[src/design/kmp_pkg.sv]
// ----------------------------------------------------------------------------
// kmp_pkg
// Shared types and constants of the substring counter: item structs,
// register indexes and field widths.
// ----------------------------------------------------------------------------
package kmp_pkg;

   // pattern storage in the register file
   localparam int PAT_BYTES           = 32;
   localparam int PAT_REGS            = 4;
   localparam int PAT_REG_W           = 64;
   localparam int MAX_PATTERN_DEFAULT = 32;

   // configuration port
   localparam int CSR_INDEX_W = 3;
   localparam int CSR_DATA_W  = 64;
   localparam int LEN_CFG_W   = 6;

   localparam logic [CSR_INDEX_W-1:0] REG_PATTERN_LENGTH = 3'd0;
   localparam logic [CSR_INDEX_W-1:0] REG_PATTERN_BYTES0 = 3'd1;
   localparam logic [CSR_INDEX_W-1:0] REG_PATTERN_BYTES1 = 3'd2;
   localparam logic [CSR_INDEX_W-1:0] REG_PATTERN_BYTES2 = 3'd3;
   localparam logic [CSR_INDEX_W-1:0] REG_PATTERN_BYTES3 = 3'd4;

   localparam int COUNT_W = 32;

   // input item
   typedef struct packed {
      logic [7:0] text_byte;
      logic       start_of_text;
   } req_type;

   // result item
   typedef struct packed {
      logic               match_here;
      logic [COUNT_W-1:0] match_count;
   } rsp_type;

endpackage

[src/design/kmp_substring_counter.sv]
// ----------------------------------------------------------------------------
// kmp_substring_counter
// Streaming substring counter: text bytes run through a failure-link
// automaton for a configurable pattern; overlapping occurrences count.
// ----------------------------------------------------------------------------
// One text byte per item. A single pattern-byte selector and 8-bit compare
// is shared by a small sequencer, and the failure table sits in a one-port
// memory with registered read data, so each fallback along a link passes
// through a wait state. An accepted item runs start, compare (again after
// each fallback), a link read when an occurrence ends at the byte, and last
// output, which hands the result on once the output register is free. After
// reset or a write to a known register the first item first rebuilds the
// table: a load and a compare per pattern position beyond the first, plus a
// wait per fallback. req_stall is high whenever the sequencer is busy; a
// finished result waits in the output register while the next item is taken.
// ----------------------------------------------------------------------------
module kmp_substring_counter #(
   parameter int MAX_PATTERN = kmp_pkg::MAX_PATTERN_DEFAULT
) (
   input  logic                                 clock,
   input  logic                                 reset,
   input  logic                                 req_valid,
   output logic                                 req_stall,
   input  kmp_pkg::req_type                     req_data,
   output logic                                 rsp_valid,
   input  logic                                 rsp_stall,
   output kmp_pkg::rsp_type                     rsp_data,
   input  logic                                 csr_write_enable,
   input  logic [kmp_pkg::CSR_INDEX_W-1:0]      csr_index,
   input  logic [kmp_pkg::CSR_DATA_W-1:0]       csr_data
);
   import kmp_pkg::*;

   localparam int LEN_W = $clog2(MAX_PATTERN + 1);
   localparam int DEPTH = MAX_PATTERN + 1;

   // sequencer codes
   localparam logic [3:0] S_IDLE   = 4'd0;
   localparam logic [3:0] S_BLOADC = 4'd1;
   localparam logic [3:0] S_BCMP   = 4'd2;
   localparam logic [3:0] S_BWAIT  = 4'd3;
   localparam logic [3:0] S_MSTART = 4'd4;
   localparam logic [3:0] S_MCMP   = 4'd5;
   localparam logic [3:0] S_MWAIT  = 4'd6;
   localparam logic [3:0] S_MFAIL  = 4'd7;
   localparam logic [3:0] S_OUT    = 4'd8;

   // configuration registers
   logic [LEN_CFG_W-1:0]               len_ff;
   logic [PAT_REGS-1:0][PAT_REG_W-1:0] pat_ff;
   logic                               stale_ff, stale_in;

   // sequencer registers
   logic [3:0]         state_ff, state_in;
   logic [7:0]         text_ff, text_in;
   logic               start_ff, start_in;
   logic [7:0]         pc_ff, pc_in;
   logic [LEN_W-1:0]   i_ff, i_in;
   logic [LEN_W-1:0]   j_ff, j_in;
   logic [LEN_W-1:0]   k_ff, k_in;
   logic [LEN_W-1:0]   matched_ff, matched_in;
   logic [COUNT_W-1:0] total_ff, total_in;
   logic               hit_ff, hit_in;
   logic               rsp_valid_ff, rsp_valid_in;
   rsp_type            rsp_ff, rsp_in;

   // failure table memory
   logic [LEN_W-1:0]   links_mem [DEPTH];
   logic [LEN_W-1:0]   rd_data_ff;
   logic               mem_we, mem_re;
   logic [LEN_W-1:0]   mem_wa, mem_wd, mem_ra;

   // shared pattern byte selector and compare
   logic [LEN_W-1:0]   sel;
   logic [7:0]         sel_byte;
   logic [7:0]         cmp_operand;
   logic               cmp_eq;
   logic [LEN_W-1:0]   m_len;
   logic [LEN_W-1:0]   step_sum;

   // active pattern length, clamped to one and to the table size
   always_comb begin
      if (len_ff == '0) begin
         m_len = LEN_W'(1);
      end else if (32'(len_ff) > MAX_PATTERN) begin
         m_len = LEN_W'(MAX_PATTERN);
      end else begin
         m_len = LEN_W'(len_ff);
      end
   end

   // byte selector: positions past the register file read as zero
   always_comb begin
      logic [4:0] bidx;
      bidx = 5'(sel);
      if (32'(sel) >= PAT_BYTES) begin
         sel_byte = 8'h00;
      end else begin
         sel_byte = pat_ff[bidx[4:3]][{bidx[2:0], 3'b000} +: 8];
      end
   end

   always_comb begin
      case (state_ff)
         S_BLOADC: sel = LEN_W'(i_ff - LEN_W'(1));
         S_BCMP:   sel = j_ff;
         default:  sel = k_ff;
      endcase
      cmp_operand = (state_ff == S_BCMP) ? pc_ff : text_ff;
      cmp_eq      = (sel_byte == cmp_operand);
      step_sum    = sel + LEN_W'(cmp_eq);
   end

   // configuration writes
   always_ff @(posedge clock) begin
      if (reset) begin
         len_ff <= LEN_CFG_W'(1);
         pat_ff <= '0;
      end else if (csr_write_enable) begin
         case (csr_index)
            REG_PATTERN_LENGTH: len_ff    <= csr_data[LEN_CFG_W-1:0];
            REG_PATTERN_BYTES0: pat_ff[0] <= csr_data;
            REG_PATTERN_BYTES1: pat_ff[1] <= csr_data;
            REG_PATTERN_BYTES2: pat_ff[2] <= csr_data;
            REG_PATTERN_BYTES3: pat_ff[3] <= csr_data;
            default: ;
         endcase
      end
   end

   // sequencer next state
   always_comb begin
      state_in     = state_ff;
      text_in      = text_ff;
      start_in     = start_ff;
      pc_in        = pc_ff;
      i_in         = i_ff;
      j_in         = j_ff;
      k_in         = k_ff;
      matched_in   = matched_ff;
      total_in     = total_ff;
      hit_in       = hit_ff;
      stale_in     = stale_ff;
      rsp_in       = rsp_ff;
      rsp_valid_in = rsp_valid_ff;
      mem_we       = 1'b0;
      mem_wa       = '0;
      mem_wd       = '0;
      mem_re       = 1'b0;
      mem_ra       = '0;

      // output register drains independently of the sequencer
      if (rsp_valid_ff && !rsp_stall) begin
         rsp_valid_in = 1'b0;
      end

      case (state_ff)
         S_IDLE: begin
            if (req_valid) begin
               text_in  = req_data.text_byte;
               start_in = req_data.start_of_text;
               if (stale_ff) begin
                  // start rebuild: link of length one is empty
                  mem_we = 1'b1;
                  mem_wa = LEN_W'(1);
                  mem_wd = '0;
                  j_in   = '0;
                  i_in   = LEN_W'(2);
                  if (m_len < LEN_W'(2)) begin
                     stale_in   = 1'b0;
                     matched_in = '0;
                     state_in   = S_MSTART;
                  end else begin
                     state_in = S_BLOADC;
                  end
               end else begin
                  state_in = S_MSTART;
               end
            end
         end
         // build: latch pattern byte i-1
         S_BLOADC: begin
            pc_in    = sel_byte;
            state_in = S_BCMP;
         end
         // build: extend j or fall back along its link
         S_BCMP: begin
            if (j_ff != '0 && !cmp_eq) begin
               mem_re   = 1'b1;
               mem_ra   = j_ff;
               state_in = S_BWAIT;
            end else begin
               mem_we = 1'b1;
               mem_wa = i_ff;
               mem_wd = step_sum;
               j_in   = step_sum;
               if (i_ff == m_len) begin
                  stale_in   = 1'b0;
                  matched_in = '0;
                  state_in   = S_MSTART;
               end else begin
                  i_in     = LEN_W'(i_ff + LEN_W'(1));
                  state_in = S_BLOADC;
               end
            end
         end
         S_BWAIT: begin
            j_in     = rd_data_ff;
            state_in = S_BCMP;
         end
         // match: apply start of text and pick up the matched length
         S_MSTART: begin
            if (start_ff) begin
               total_in = '0;
               k_in     = '0;
            end else if (matched_ff >= m_len) begin
               k_in = '0;
            end else begin
               k_in = matched_ff;
            end
            state_in = S_MCMP;
         end
         // match: extend k or fall back along its link
         S_MCMP: begin
            if (k_ff != '0 && !cmp_eq) begin
               mem_re   = 1'b1;
               mem_ra   = k_ff;
               state_in = S_MWAIT;
            end else if (step_sum >= m_len) begin
               hit_in = 1'b1;
               if (total_ff != '1) begin
                  total_in = total_ff + COUNT_W'(1);
               end
               mem_re   = 1'b1;
               mem_ra   = m_len;
               state_in = S_MFAIL;
            end else begin
               hit_in   = 1'b0;
               k_in     = step_sum;
               state_in = S_OUT;
            end
         end
         S_MWAIT: begin
            k_in     = rd_data_ff;
            state_in = S_MCMP;
         end
         // full match: continue from the link of the whole pattern
         S_MFAIL: begin
            k_in     = rd_data_ff;
            state_in = S_OUT;
         end
         // hand the item to the output register once it is free
         S_OUT: begin
            if (!rsp_valid_ff || !rsp_stall) begin
               rsp_valid_in       = 1'b1;
               rsp_in.match_here  = hit_ff;
               rsp_in.match_count = total_ff;
               matched_in         = k_ff;
               state_in           = S_IDLE;
            end
         end
         default: begin
            state_in = S_IDLE;
         end
      endcase

      // any write to a known register marks the table stale
      if (csr_write_enable && csr_index <= REG_PATTERN_BYTES3) begin
         stale_in = 1'b1;
      end
   end

   // control registers
   always_ff @(posedge clock) begin
      if (reset) begin
         state_ff     <= S_IDLE;
         stale_ff     <= 1'b1;
         matched_ff   <= '0;
         total_ff     <= '0;
         rsp_valid_ff <= 1'b0;
      end else begin
         state_ff     <= state_in;
         stale_ff     <= stale_in;
         matched_ff   <= matched_in;
         total_ff     <= total_in;
         rsp_valid_ff <= rsp_valid_in;
      end
   end

   // payload registers
   always_ff @(posedge clock) begin
      text_ff  <= text_in;
      start_ff <= start_in;
      pc_ff    <= pc_in;
      i_ff     <= i_in;
      j_ff     <= j_in;
      k_ff     <= k_in;
      hit_ff   <= hit_in;
      rsp_ff   <= rsp_in;
   end

   // failure table
   always_ff @(posedge clock) begin
      if (mem_we) begin
         links_mem[mem_wa] <= mem_wd;
      end
      if (mem_re) begin
         rd_data_ff <= links_mem[mem_ra];
      end
   end

   assign req_stall = (state_ff != S_IDLE);
   assign rsp_valid = rsp_valid_ff;
   assign rsp_data  = rsp_ff;

   // a reported occurrence always has a nonzero count
   assert property (@(posedge clock) disable iff (reset)
      rsp_valid |-> (!rsp_data.match_here || rsp_data.match_count != '0))
      else $error("match flagged with zero count");

   // a built table leaves the matched length below the pattern length
   assert property (@(posedge clock) disable iff (reset)
      (state_ff == S_IDLE && !stale_ff) |-> (matched_ff < m_len))
      else $error("matched length out of range");

   // build indexes stay ordered within the pattern
   assert property (@(posedge clock) disable iff (reset)
      (state_ff == S_BCMP) |-> (i_ff >= LEN_W'(2) && i_ff <= m_len && j_ff < i_ff))
      else $error("build index out of range");

   // matching runs on a current table with a partial match only
   assert property (@(posedge clock) disable iff (reset)
      (state_ff == S_MCMP) |-> (!stale_ff && k_ff < m_len))
      else $error("match state out of range");

endmodule
[config.mk]
export PLATFORM = sky130hd
export DESIGN_NAME = kmp_substring_counter
export DESIGN_NICKNAME = d
export VERILOG_FILES = /design/src/design/kmp_pkg.sv /design/src/design/kmp_substring_counter.sv
export SDC_FILE = /design/constraint.sdc
export NUM_CORES = 1
export LEC_CHECK = 0
export BUFFER_PORTS_ARGS = -buffer_cell sky130_fd_sc_hd__buf_2
export CORE_MARGIN = 2
export CORE_UTILIZATION = 52
export DETAILED_ROUTE_END_ITERATION = 16
export PLACE_DENSITY = 0.73
export SLEW_MARGIN = 20
export SYNTH_ARGS = -nofsm -noshare
export SYNTH_HDL_FRONTEND = slang
export SYNTH_SLANG_ARGS = --single-unit
[constraint.sdc]
create_clock -name clock -period 13.1 [get_ports clock]
set_input_delay 3.93 -clock clock [delete_from_list [all_inputs] [get_ports clock]]
set_output_delay 3.93 -clock clock [all_outputs]
set_load 0.01 [all_outputs]
==> flow_metrics.py <==
metrics = {
    "critical_path": {
        "cp_data_required_time_ns": 13.48,
        "reg2regPathDepth": 32,
        "r2r-start": "state_ff[0]",
        "crit_fanout": 69,
        "setup.worst_path.end_class": "register",
        "crit_type": "register to register",
        "cpMostUsedCell": "buf_4",
        "r2r_end": "rd_data_ff[5]",
        "worst_setup_path_start_kind": "register",
        "arrival_ns": 9.98,
        "reg2reg_slack_ns": 3.51,
        "critPathMaxStageDelay_ns": 0.71,
        "cp_slowest_cell": "buf_4",
    },
    "floorplan": {
        "die_area_um2": 50190,
        "die_y_um": 224.0,
        "start_util_pct": 52.73,
        "die_w_um": 224.0,
        "rows": 80,
        "io_pins": 116,
        "design.core.area_um2": 47750,
    },
    "cts": {
        "insertion_delay_ns": 0.64,
        "clk_pin_slew_worst_paths_ns": 0.07,
        "clock-sinks": 579,
        "cts_tree": "built",
        "ctsHtreeMaxLevel": 2,
        "numCtsBuffers": 57,
        "post_cts_buffers": 0,
        "cts_resized": 0,
        "cts_root_buf": "clkbuf_16",
        "holdBufCountCts": 0,
        "clockBufferDepth": 3,
    },
    "cells_and_area": {
        "n_fill_cell": 3937,
        "drive_gt1_share_pct": 10.51,
        "design_area_um2": 28180,
        "nets": 2791,
        "multi_input_area_um2": 10080,
        "ff_latch_area_um2": 14320,
        "final_cell_count_no_fill": 3358,
        "area_delta_synth_final_pct": 11.94,
        "final_common_cell": "nand2_1",
        "final_cell_mix": "nand2_1 (770), a21oi_1 (321), dfxtp_1 (306)",
        "utilization_pct": 59.03,
    },
    "grt": {
        "gr-total-overflow": 0,
        "antenna_found_initial": 9,
        "grt_pass1_wl_um": 112500,
        "grt_max_degree": 99,
        "grt_pass1_vias": 19570,
        "track_usage_pct": 28.81,
    },
    "placed_design": {
        "dp_slack_ns": 3.657,
        "place_inst": 3247,
        "dpl-instance-area_um2": 26110,
        "gp_congestion": 0.9325,
        "port_buffers": 115,
        "dpl.hpwl_um": 46620,
    },
    "detailed_routing": {
        "vias": 20700,
        "drc_errors": 0,
        "ant_nets": 0,
        "drt-total-wl_um": 73630,
        "wl_per_cell_um": 21.93,
        "drt_iter0_drc": 2563,
        "viasPerCell": 6.164,
        "firstDrtPassIters": 7,
    },
    "pwr": {
        "p_per_area_nw_per_um2": 162.7,
        "finalPower_mw": 4.586,
        "p_leak_nw": 9.613,
        "ir_drop_v": 0.0001124,
    },
    "timing": {
        "drv_slew": 0,
        "period_share_pct": 73.24,
        "fin_tns_setup_ns": 0,
        "whs_ns": 0.4454,
        "period_minus_slack_ns": 9.594,
        "setup_slack_ns": 3.506,
        "finClkSkew_ns": 0.02658,
        "max_slew_margin_pct": 30.71,
        "hold_violations": 0,
        "clock.fmax_mhz": 104.2,
        "worst_pin_slew_ns": 1.035,
        "setup_violations": 0,
        "rsz0062_at_grt": "no",
    },
    "min_path": {
        "hp-start": "hit_ff",
        "min_to": "rsp_data[32]",
        "whs_path_depth": 0,
        "hold_class": "register to register",
    },
    "synth": {
        "avgSynthCellArea_um2": 9.476,
        "synth-edff-count": 273,
        "ys_types": 87,
        "synth_cells": 2657,
        "ys_warn_count": 0,
        "ys_seq_area_share_pct": 56.89,
        "synth_fp_nets": 2755,
        "ys_seq_elements": 579,
        "synth_ff_type": "dfxtp_1",
        "syn_area_um2": 25180,
        "synthArstFlopShare_pct": 0,
    },
    "run": {
        "maxCapViolations": 0,
    },
    "outcome": {
        "status": "finished clean",
    },
}
final cells by class:
class,count,share of cell area (%)
clock buffer,81,5.887
multi-input combinational,1874,35.76
antenna,3,0.02664
inverter,26,0.3463
tap,615,2.730
clock inverter,25,1.150
sequential,579,50.82
timing repair buffer,155,3.281
synthesized netlist by cell type, types with 13 or more instances:
library cell | instances | area share, %
a32oi_1 | 15 | 0.52
nor3_1 | 13 | 0.26
edfxtp_1 | 273 | 33
o211ai_1 | 13 | 0.39
a31oi_1 | 33 | 0.82
dfxtp_1 | 306 | 24
ha_1 | 17 | 0.84
nand3_1 | 99 | 2.0
buf_2 | 43 | 0.85
and3_1 | 23 | 0.57
xor2_1 | 30 | 1.0
o21ai_0 | 24 | 0.48
a22oi_1 | 13 | 0.39
mux2i_1 | 85 | 3.4
xnor2_1 | 20 | 0.70
clkbuf_1 | 107 | 1.6
a21oi_1 | 321 | 6.4
nand2_1 | 770 | 11
a2111oi_0 | 24 | 0.83
inv_1 | 24 | 0.36
nand4_1 | 22 | 0.55
nor2_1 | 131 | 2.0
and2_1 | 13 | 0.32
nand2b_1 | 16 | 0.40
buf_1 | 13 | 0.19
registers in the layout, indices dropped and copies added (netlist names), 4 cells and up:
| name | count |
|---|---|
| pat_ff | 256 |
| text_ff | 8 |
| len_ff | 6 |
| pc_ff | 8 |
| total_ff | 32 |
| j_ff | 6 |
| k_ff | 6 |
| matched_ff | 6 |
| links_mem | 198 |
| rd_data_ff | 6 |
| state_ff | 4 |
| rsp_data | 33 |
| i_ff | 6 |
metal layers:
metal | GRT usage [%] | share of wire [%] | wire [um] | up-vias
li1 | - | - | - | 9406
met4 | 11.85 | 3.5 | 2596 | 14
met1 | 39.90 | 41 | 30220 | 9857
met2 | 44.26 | 45 | 32980 | 1221
met3 | 5.902 | 11 | 7744 | 202
met5 | 0 | 0.12 | 89 | -
how the worst max path moves through the flow:
stage	slack, ns	startpoint	cells past startpoint	to
after detailed placement	3.66	state_ff[0]	30	rd_data_ff[4]
after global routing	3.08	state_ff[0]	32	rd_data_ff[0]
after CTS	3.61	state_ff[0]	30	rd_data_ff[4]
after floorplan	5.79	rsp_stall	6	matched_ff[0]
final	3.51	state_ff[0]	32	rd_data_ff[5]
after global placement	3.94	state_ff[0]	31	rd_data_ff[4]
where the power goes:
group | switching, mW | internal [mW]
Combinational | 0.598 | 0.257
Sequential | 0.0514 | 1.94
Clock | 0.716 | 1.02
Total | 1.37 | 3.22
critical path, delay by kind of cell, from the launching register on:
| family | cells | cell delay, ns |
|---|---|---|
| muxes | 2 | 0.51 |
| AOI/OAI and AO/OA | 11 | 2.29 |
| and+or+nand+nor | 9 | 2.46 |
| buffers and inverters | 5 | 2.17 |
| adders and majority gates | 3 | 0.73 |
| xor gates and xnor gates | 2 | 0.45 |
| DFF | 1 | 0.61 |
kinds of logic after synthesis:
kind of cell	Yosys count	share of synthesized area, %
multiplexers	88	3.558
AND/OR/NAND/NOR	1148	19.26
adder cells (fa/ha/maj)	17	0.8448
XOR/XNOR	50	1.739
buffers and inverters	204	3.538
AO/OA/AOI/OAI	571	14.17
flip-flops	579	56.89
Power figures use the tool's default switching activity.
